==> src/hw/rtl/sliding_window_average_assert.svh <==
// assertion macros shared by the sliding window average modules
`ifndef SLIDING_WINDOW_AVERAGE_ASSERT_SVH
`define SLIDING_WINDOW_AVERAGE_ASSERT_SVH

`ifndef SYNTHESIS

// same-cycle implication, sampled on clk, off while arst_n is low
`define SWA_ASSERT_NOW(label, ante, cons) \
	label: assert property (@(posedge clk) disable iff (!arst_n) (ante) |-> (cons)) \
		else $error("swa assertion failed");

// next-cycle implication, sampled on clk, off while arst_n is low
`define SWA_ASSERT_NEXT(label, ante, cons) \
	label: assert property (@(posedge clk) disable iff (!arst_n) (ante) |=> (cons)) \
		else $error("swa assertion failed");

`else

`define SWA_ASSERT_NOW(label, ante, cons)
`define SWA_ASSERT_NEXT(label, ante, cons)

`endif

`endif

==> src/hw/rtl/swa_pkg.sv <==
// shared types and constants of the sliding window average
package swa_pkg;

	// width of the window size register
	localparam int CFG_W = 11;
	// window size after reset
	localparam int WIN_RESET = 16;

	// controller to datapath
	typedef struct packed {
		logic load;
		logic add;
		logic update;
		logic div_start;
		logic div_step;
		logic out_load;
	} ctl_cmd_t;

	// datapath to controller
	typedef struct packed {
		logic div_last;
		logic out_busy;
	} ctl_sts_t;

endpackage

==> src/hw/rtl/swa_ctrl.sv <==
// controller state machine of the sliding window average
`include "sliding_window_average_assert.svh"

module swa_ctrl (
	input  logic              clk,
	input  logic              arst_n,
	input  logic              in_valid,
	output logic              in_stall,
	input  swa_pkg::ctl_sts_t sts,
	output swa_pkg::ctl_cmd_t cmd
);
	import swa_pkg::*;

	typedef enum logic [2:0] {
		ST_IDLE,
		ST_READ,
		ST_UPDATE,
		ST_PREP,
		ST_DIVIDE,
		ST_FINISH
	} state_t;

	state_t state_q;
	logic   in_stall_q;
	logic   accept;

	assign accept   = in_valid && !in_stall_q;
	assign in_stall = in_stall_q;

	always_ff @(posedge clk or negedge arst_n) begin
		if (!arst_n) begin
			state_q    <= ST_IDLE;
			in_stall_q <= 1'b0;
		end else begin
			unique case (state_q)
				ST_IDLE: begin
					if (accept) begin
						state_q    <= ST_READ;
						in_stall_q <= 1'b1;
					end
				end
				ST_READ:   state_q <= ST_UPDATE;
				ST_UPDATE: state_q <= ST_PREP;
				ST_PREP:   state_q <= ST_DIVIDE;
				ST_DIVIDE: begin
					if (sts.div_last) begin
						state_q <= ST_FINISH;
					end
				end
				ST_FINISH: begin
					if (!sts.out_busy) begin
						state_q    <= ST_IDLE;
						in_stall_q <= 1'b0;
					end
				end
				default: begin
					state_q    <= ST_IDLE;
					in_stall_q <= 1'b0;
				end
			endcase
		end
	end

	always_comb begin
		cmd = '0;
		unique case (state_q)
			ST_IDLE:   cmd.load      = accept;
			ST_READ:   cmd.add       = 1'b1;
			ST_UPDATE: cmd.update    = 1'b1;
			ST_PREP:   cmd.div_start = 1'b1;
			ST_DIVIDE: cmd.div_step  = 1'b1;
			ST_FINISH: cmd.out_load  = !sts.out_busy;
			default:   cmd           = '0;
		endcase
	end

	`SWA_ASSERT_NEXT(a_accept_starts, accept, (state_q == ST_READ) && in_stall_q)
	`SWA_ASSERT_NEXT(a_div_ends, (state_q == ST_DIVIDE) && sts.div_last, state_q == ST_FINISH)
	`SWA_ASSERT_NOW(a_stall_outside_idle, state_q != ST_IDLE, in_stall_q)

endmodule

==> config.mk <==
export PLATFORM = sky130hd
export DESIGN_NAME = swa_ctrl
export DESIGN_NICKNAME = d
export VERILOG_FILES = /design/src/hw/rtl/swa_pkg.sv /design/src/hw/rtl/swa_ctrl.sv
export VERILOG_INCLUDE_DIRS = /design/src /design/src/hw/rtl
export SDC_FILE = /design/constraint.sdc
export NUM_CORES = 1
export LEC_CHECK = 0
export BUFFER_PORTS_ARGS = -buffer_cell sky130_fd_sc_hd__buf_2
export CORE_AREA = 2 2 39 41
export DETAILED_ROUTE_END_ITERATION = 16
export DIE_AREA = 0 0 41 43
export GPL_TIMING_DRIVEN = 0
export PLACE_DENSITY = 0.47
export SYNTH_ARGS = -nofsm -noshare
export SYNTH_HDL_FRONTEND = slang
export SYNTH_SLANG_ARGS = --single-unit
export TNS_END_PERCENT = 100
==> constraint.sdc <==
create_clock -name clk -period 1.9 [get_ports clk]
set_clock_uncertainty 0.2 [all_clocks]
set_input_delay 0.38 -clock clk [delete_from_list [all_inputs] [get_ports clk]]
set_output_delay 0.38 -clock clk [all_outputs]
set_load 0.05 [all_outputs]
* Word level (Yosys, flattened, before mapping)
Cells that the tools add are included.
** Word-level totals
- Word-level logic and storage cells :: 31
- Output and inout port bits :: 7
- Bits of input ports :: 5
- Flip-flop bits (word level) :: 4
** Operators by class
- Reductions and logical operators :: 7
- Equal/unequal tests :: 8
- Multiplexer cells :: 13
- Bitwise logic cells :: 1
** Operators by type and width (count)
- 3-bit case mux with 6 select lines :: 1
- 3-bit 2-to-1 mux :: 3
- 1-bit 2-to-1 mux :: 8
- 3-bit by 2-bit == test with 1-bit output (second input constant) :: 2
- 3-bit == test (second input constant) :: 2
- 2-bit inequality test (second input constant) :: 3
- 3-bit AND reduction :: 2
- 4-bit OR reduction :: 1
- 3-bit by 1-bit == test with 1-bit output (second input constant) :: 1
- 3-bit zero test :: 1
- 1-bit case mux with 3 select lines :: 1
- 1-bit zero test :: 2
- 1-bit logical AND :: 1
- 1-bit NOT :: 1

* Depth between registers and ports, before layout
Gate-level depths: netlist (run 1).
- Depth in word-level cells :: 4
- Mapped depth :: 4
- Depth with buffers taken out :: 3

* Worst setup path after synthesis (run 1)
OpenSTA, ideal clock, no wires.
- Path type :: reg-to-output
- From :: reg state_q[0]
- To :: out cmd[5] (netlist name)
- Path buffers :: 1
- Stages on the path, launching flop included :: 5
- Slack :: -0.423 ns
- Arrival :: 1.743 ns
- Required time :: 1.320 ns
- Path through :: dfrtp_1 > buf_4 > nor2_1 > nand2_1 > nor3_1
** RTL lines
- start: declaration :: line swa_ctrl.sv:23 : state_t state_q;
- start signal: assignment :: line swa_ctrl.sv:32 : state_q <= ST_IDLE;
- start signal: assignment :: line swa_ctrl.sv:38 : state_q <= ST_READ;
- start signal: assignment :: line swa_ctrl.sv:42 : ST_READ: state_q <= ST_UPDATE;
- end: declaration :: line swa_ctrl.sv:10 : output swa_pkg::ctl_cmd_t cmd

==> run metrics, run 1 <==
status=finished, final reports clean; Die Span Y=approximately 43 µm; post-route antenna net violation count=0; clock buffer count from CTS=3; first-pass GRT wire length=841 µm; Clock Path Buffers=2; Hold Path Stages=3; syn_area_per_cell=~10 µm²; HP Start=sts[1]; Yosys cell types=18; Iteration-0 DRC Markers=4; max-slew violation count=0; commonest cells after routing, fill and taps aside=buf_2 (9), clkbuf_4 (4), dfrtp_1 (4); utilization after layout=26.9%; switch share=51.3%; Routed WL=568 µm; P_int=approximately 0.00034 W; cell area after synthesis=~240 µm²; Syn Nets=30; Starting Density=~18%; max frequency=between 500 and 600 MHz; Flop pwr share=23.3%; Global Route Usage Sum=under 10%; Setup crit end kind=primary output; fillers=about 150; RSZ-0062 raised after global routing=yes; Core Region=between 0.001 and 0.0015 mm²; Worst R2R Path Depth=2; Peak VDD IR=around 0.61 mV; vias in the first global route=around 180; Startpoint Class=register; Worst-path clk slew=~40 ps; root buffer cell=clkbuf_4; Max-Cap Viols=0; power density cells=approximately 1900 mW/mm²; NetSw=about 0.00036 W; hold_ws=about 260 ps; multi-input combinational cell area=134 µm²; hpwl dp=approximately 400 µm; Reg area=~100 µm²; via density per instance=3.98; gpl congestion=0.660; Ant. Diodes=0; Final setup viols=0; Req. time, crit path=1320 ps; vias=between 200 and 250; register bit total from synthesis=4; grt total ovfl=0; worst path arrival time=1270 ps; worst r2r dst=state_q[1]; clock sinks=4; crit-path max FO=8; YS warnings=0; RR Startpoint=state_q[1]; synth-to-layout area growth=52.8%; design area=373 µm²; final net count=between 40 and 50; register area share after synthesis=between 40 and 50%; minimum clock period=between 1500 and 2000 ps; Fin. Hold Viols=0; CTS H-tree lvls=1; min-delay worst type=in2reg; Comb power frac=roughly three fifths; initial antenna violation count=0; Setup CP Type=reg2out; std cell rows=14; Die W=41 µm; layout cells sized above 1=roughly 53%; wire per inst=a little over 10 µm; actual slew at the worst max-slew pin=around 270 ps; clock share of power=approximately 16%; Skew-Pair Late Insertion Delay=240 ps; largest net degree at the start of global routing=11; input/output buffers=11; CTS tree=built; Die ar.=~0.0018 mm²; Lkg Pwr=between 0.15 and 0.2 nW; ys flop type=dfrtp_1; First-pass DRT Iterations=2; dpl cell area=between 300 and 400 µm²; final worst-path cycle share=just under 100%; Mapped Cells=25; most common cell after layout, fill and taps aside=buf_2; DRC=0; I/O Pins=12; R2R Setup Slk=710 ps; Async SR Flop Fraction=100%; Min-Delay Endpoint=state_q[0]; Post-synth EDFFs=0; Slew HR=between 80% and 90%
sequential cells by signal (all words and copies together) (netlist names):
register,count
in_stall,1
state_q,3
cell families after synthesis:
| kind of cell | synth area share, % |
|---|---|
| buffers and inverters | 9.23 |
| muxes | 4.10 |
| DFF | 41.0 |
| and+or+nand+nor | 31.8 |
| AOI/OAI and AO/OA | 13.8 |
power by group through the flow:
| stage | clock [W] | sequential [W] | combinational, W |
|---|---|---|---|
| 2_1_floorplan | 0 | 0.000186 | 0.000307 |
| 3_3_place_gp | 0 | 0.000162 | 0.000415 |
| 3_5_place_dp | 0 | 0.000161 | 0.000416 |
| 4_1_cts | 0.000113 | 0.000160 | 0.000423 |
| 5_1_grt | 0.000120 | 0.000169 | 0.000455 |
| 6_report | 0.000108 | 0.000162 | 0.000425 |
worst max-delay path by stage:
| stage | startpoint | endpoint | slack (ps) | cells past startpoint |
|---|---|---|---|---|
| 2_1_floorplan | state_q[0] | cmd[5] | -0.2 | 4 |
| 3_3_place_gp | state_q[0] | cmd[5] | 220 | 5 |
| 3_5_place_dp | state_q[0] | cmd[5] | 200 | 5 |
| 4_1_cts | state_q[0] | cmd[5] | 2 | 5 |
| 5_1_grt | state_q[0] | cmd[5] | -10 | 5 |
| 6_report | state_q[1] | cmd[0] | 50 | 2 |
cell type report:
| type | count | share of cell area [%] |
|---|---|---|
| Buffer | 2 | 5.03 |
| Clock buffer | 3 | 6.04 |
| Inverter | 1 | 1.01 |
| Multi-Input combinational cell | 18 | 35.9 |
| Sequential cell | 4 | 26.8 |
| Tap cell | 16 | 5.37 |
| Timing Repair Buffer | 12 | 19.8 |
metal layers:
metal  vias to the layer above  GRT usage (%)  routed length, µm
li1                        120              -                  -
met4                         0           8.00                  0
met2                        11           7.81                237
met3                         0           1.57                 38
met1                        92           11.0                292
met5                         -              0                  0
through the flow:
step	setup WS (ps)	instances	total power [W]	setup TNS, ps
global route	-11.2	56	0.000743	-11.2
CTS	2.01	56	0.000696	0
floorplan	-0.203	25	0.000493	-0.203
detailed placement	198	52	0.000577	0
global placement	219	52	0.000577	0
finish	52.5	56	0.000695	0
worst max-delay path: stages, from the launching register on:
cell and delay, ps:
dfrtp_1 460, and4bb_2 320, buf_2 260
what timing repair did:
action | in CTS | in global routing
endpoints found under the hold margin | 4 | 0
hold buffers | 1 | 0
setup endpoints to repair | 1 | 2
buffers inserted | 0 | 0
resized for setup | 2 | 2
pin swaps | 0 | 0
cell usage after synthesis, types with 2 or more instances:
cell / number / share of area, %
dfrtp_1: 4 / 41
a21oi_1: 2 / 4.1
nand2_1: 2 / 3.1
nor2_1: 2 / 3.1
o32ai_1: 2 / 7.2
(Power assumes the default switching activity.)
==> run 2, diff against run 1 <==
Clock period 1.9 ns to 1.85 ns, I/O delays scaled along.
==> run metrics, run 2 (synthesis results as in run 1) <==
status=finished, final reports clean; HP Start=sts[1]; Core Region=0.00138 mm² (unchanged); root buffer cell=clkbuf_4; Startpoint Class=register; Die Span Y=43 µm (unchanged); Routed WL=565 µm (-0.53%); fillers=152 (-0.65%); input/output buffers=11 (unchanged); Iteration-0 DRC Markers=4 (unchanged); actual slew at the worst max-slew pin=244 ps (-23.7 ps); First-pass DRT Iterations=2 (unchanged); Hold Path Stages=3 (unchanged); synth-to-layout area growth=57.9%; Comb power frac=61.2% (about the same); vias=227 (+1.8%); first-pass GRT wire length=841 µm (unchanged); Fin. Hold Viols=0 (unchanged); gpl congestion=0.660 (unchanged); Peak VDD IR=0.645 mV (+5.5%); grt total ovfl=0 (unchanged); setup bufs post-CTS=0 (unchanged); Worst-path clk slew=40 ps (about the same); commonest cells after routing, fill and taps aside=buf_2 (8), clkbuf_4 (4), buf_6 (3), dfrtp_1 (3); most common cell after layout, fill and taps aside=buf_2; CTS H-tree lvls=1 (unchanged); final net count=47 (unchanged); Flop pwr share=23.6% (+0.3 points); minimum clock period=around 1800 ps; RSZ-0062 raised after global routing=no; layout cells sized above 1=55.0% (+2.5 points); post-route antenna net violation count=0 (unchanged); Worst R2R Path Depth=2 (unchanged); wire per inst=10.1 µm (-0.53%); clock sinks=4 (unchanged); initial antenna violation count=0 (unchanged); max incr delay on CP=360 ps (-100 ps); RR Startpoint=state_q[1]; I/O Pins=12 (unchanged); Setup crit end kind=primary output; max frequency=561 MHz; hpwl dp=409 µm (unchanged); largest net degree at the start of global routing=11 (unchanged); Die W=41 µm (unchanged); power density cells=1910 mW/mm² (+2.3%); Worst path slowest cell=dfrtp_1; Largest Register=state_q; switch share=50.8% (-0.44 points); Ant. Diodes=0 (unchanged); Clock Path Buffers=2 (unchanged); Global Route Usage Sum=7.44% (unchanged); CTS tree=built; final worst slack=66.4 ps (+13.9 ps); Req. time, crit path=1280 ps (-40 ps); max-slew violation count=0 (unchanged); DRC=0 (unchanged); vias in the first global route=184 (unchanged); Starting Density=17.6% (unchanged); Worst Setup SP=state_q[0]; Reg area=101 µm² (+1.2%); NetSw=0.000374 W (+4.8%); final worst-path cycle share=between 90% and 100%; Final setup viols=0 (unchanged); clock buffer count from CTS=3 (unchanged); P_int=0.000361 W (+6.7%); multi-input combinational cell area=139 µm² (+3.7%); Setup CP Type=reg2out; Slew HR=83.7% (+1.5 points); CP Cell Sequence=buf_6 -> nor2_4 -> nand2_1 -> nor3_2 -> buf_6; Place WS=158 ps (-40.0 ps); worst path arrival time=1210 ps (-60 ps); setup TNS=0 ps (unchanged); max reg flops=3 (unchanged); Max-Cap Viols=0 (unchanged); via density per instance=4.05 (+1.8%); std cell rows=14 (unchanged); CP most frequent cell=buf_6; Die ar.=0.00176 mm² (unchanged); Skew-Pair Late Insertion Delay=240 ps (about the same); crit-path max FO=8 (unchanged); clock share of power=15.1% (-0.5 points); min-delay worst type=in2reg; Lkg Pwr=0.182 nW (+0.52%)
==> run 2: power groups by stage <==
stage | registers, W | clock network, W | logic, W
final | 0.000174 | 0.000111 | 0.000450
after CTS | 0.000166 | 0.000116 | 0.000439
after global routing | 0.000181 | 0.000123 | 0.000482
after global placement | 0.000166 | 0 | 0.000427
after floorplan | 0.000191 | 0 | 0.000315
after detailed placement | 0.000165 | 0 | 0.000427
==> run 2: metrics by stage <==
step / power, W / instance area (µm²) / cells / util (%) / hold slack (ps)
final: 0.000735 / 385 / 56 / 27.8 / 251
after floorplan: 0.000507 / 254 / 25 / - / -126
after CTS: 0.000720 / 373 / 56 / 26.9 / 245
after global routing: 0.000785 / 385 / 56 / 27.8 / 275
after global placement: 0.000593 / 329 / 52 / 23.8 / -21.0
after detailed placement: 0.000593 / 329 / 52 / 23.8 / -20.5
==> run 2: worst paths after layout <==
kind / to / slack [ps]
setup / recovery: cmd[5] / 70
hold / removal: state_q[0] / 250
setup reg to reg: state_q[1] / 680
hold reg to reg: in_stall / 380
max in group asynchronous: state_q[1] / 1050
min in group asynchronous: in_stall / 270
==> run 2: timing repair <==
item	4_1_cts	5_1_grt
endpoints found under the hold margin	4	0
hold buffers	1	0
gates resized for setup	4	4
endpoints found under the setup margin	2	4
==> run 2: worst max-delay path: cells and delay by family, from the launching register on <==
family	cells	cell delay (ps)
buffers and inverters	2	320
DFF	1	360
and+or+nand+nor	3	300
==> run 2: metal layers <==
metal	wire length, µm	GRT usage (%)	up-vias	share of wire [%]
li1	-	-	121	-
met1	285	11.0	95	50
met5	0	0	-	0
met3	38	1.57	0	6.7
met2	241	7.81	11	43
met4	0	8.00	0	0
==> run 2: final cells by class <==
class	instances	share of cell area, %
Sequential cell	4	26.3
Buffer	2	5.84
Multi-Input combinational cell	18	36.0
Tap cell	16	5.19
Timing Repair Buffer	12	19.8
Clock buffer	3	5.84
Inverter	1	0.974
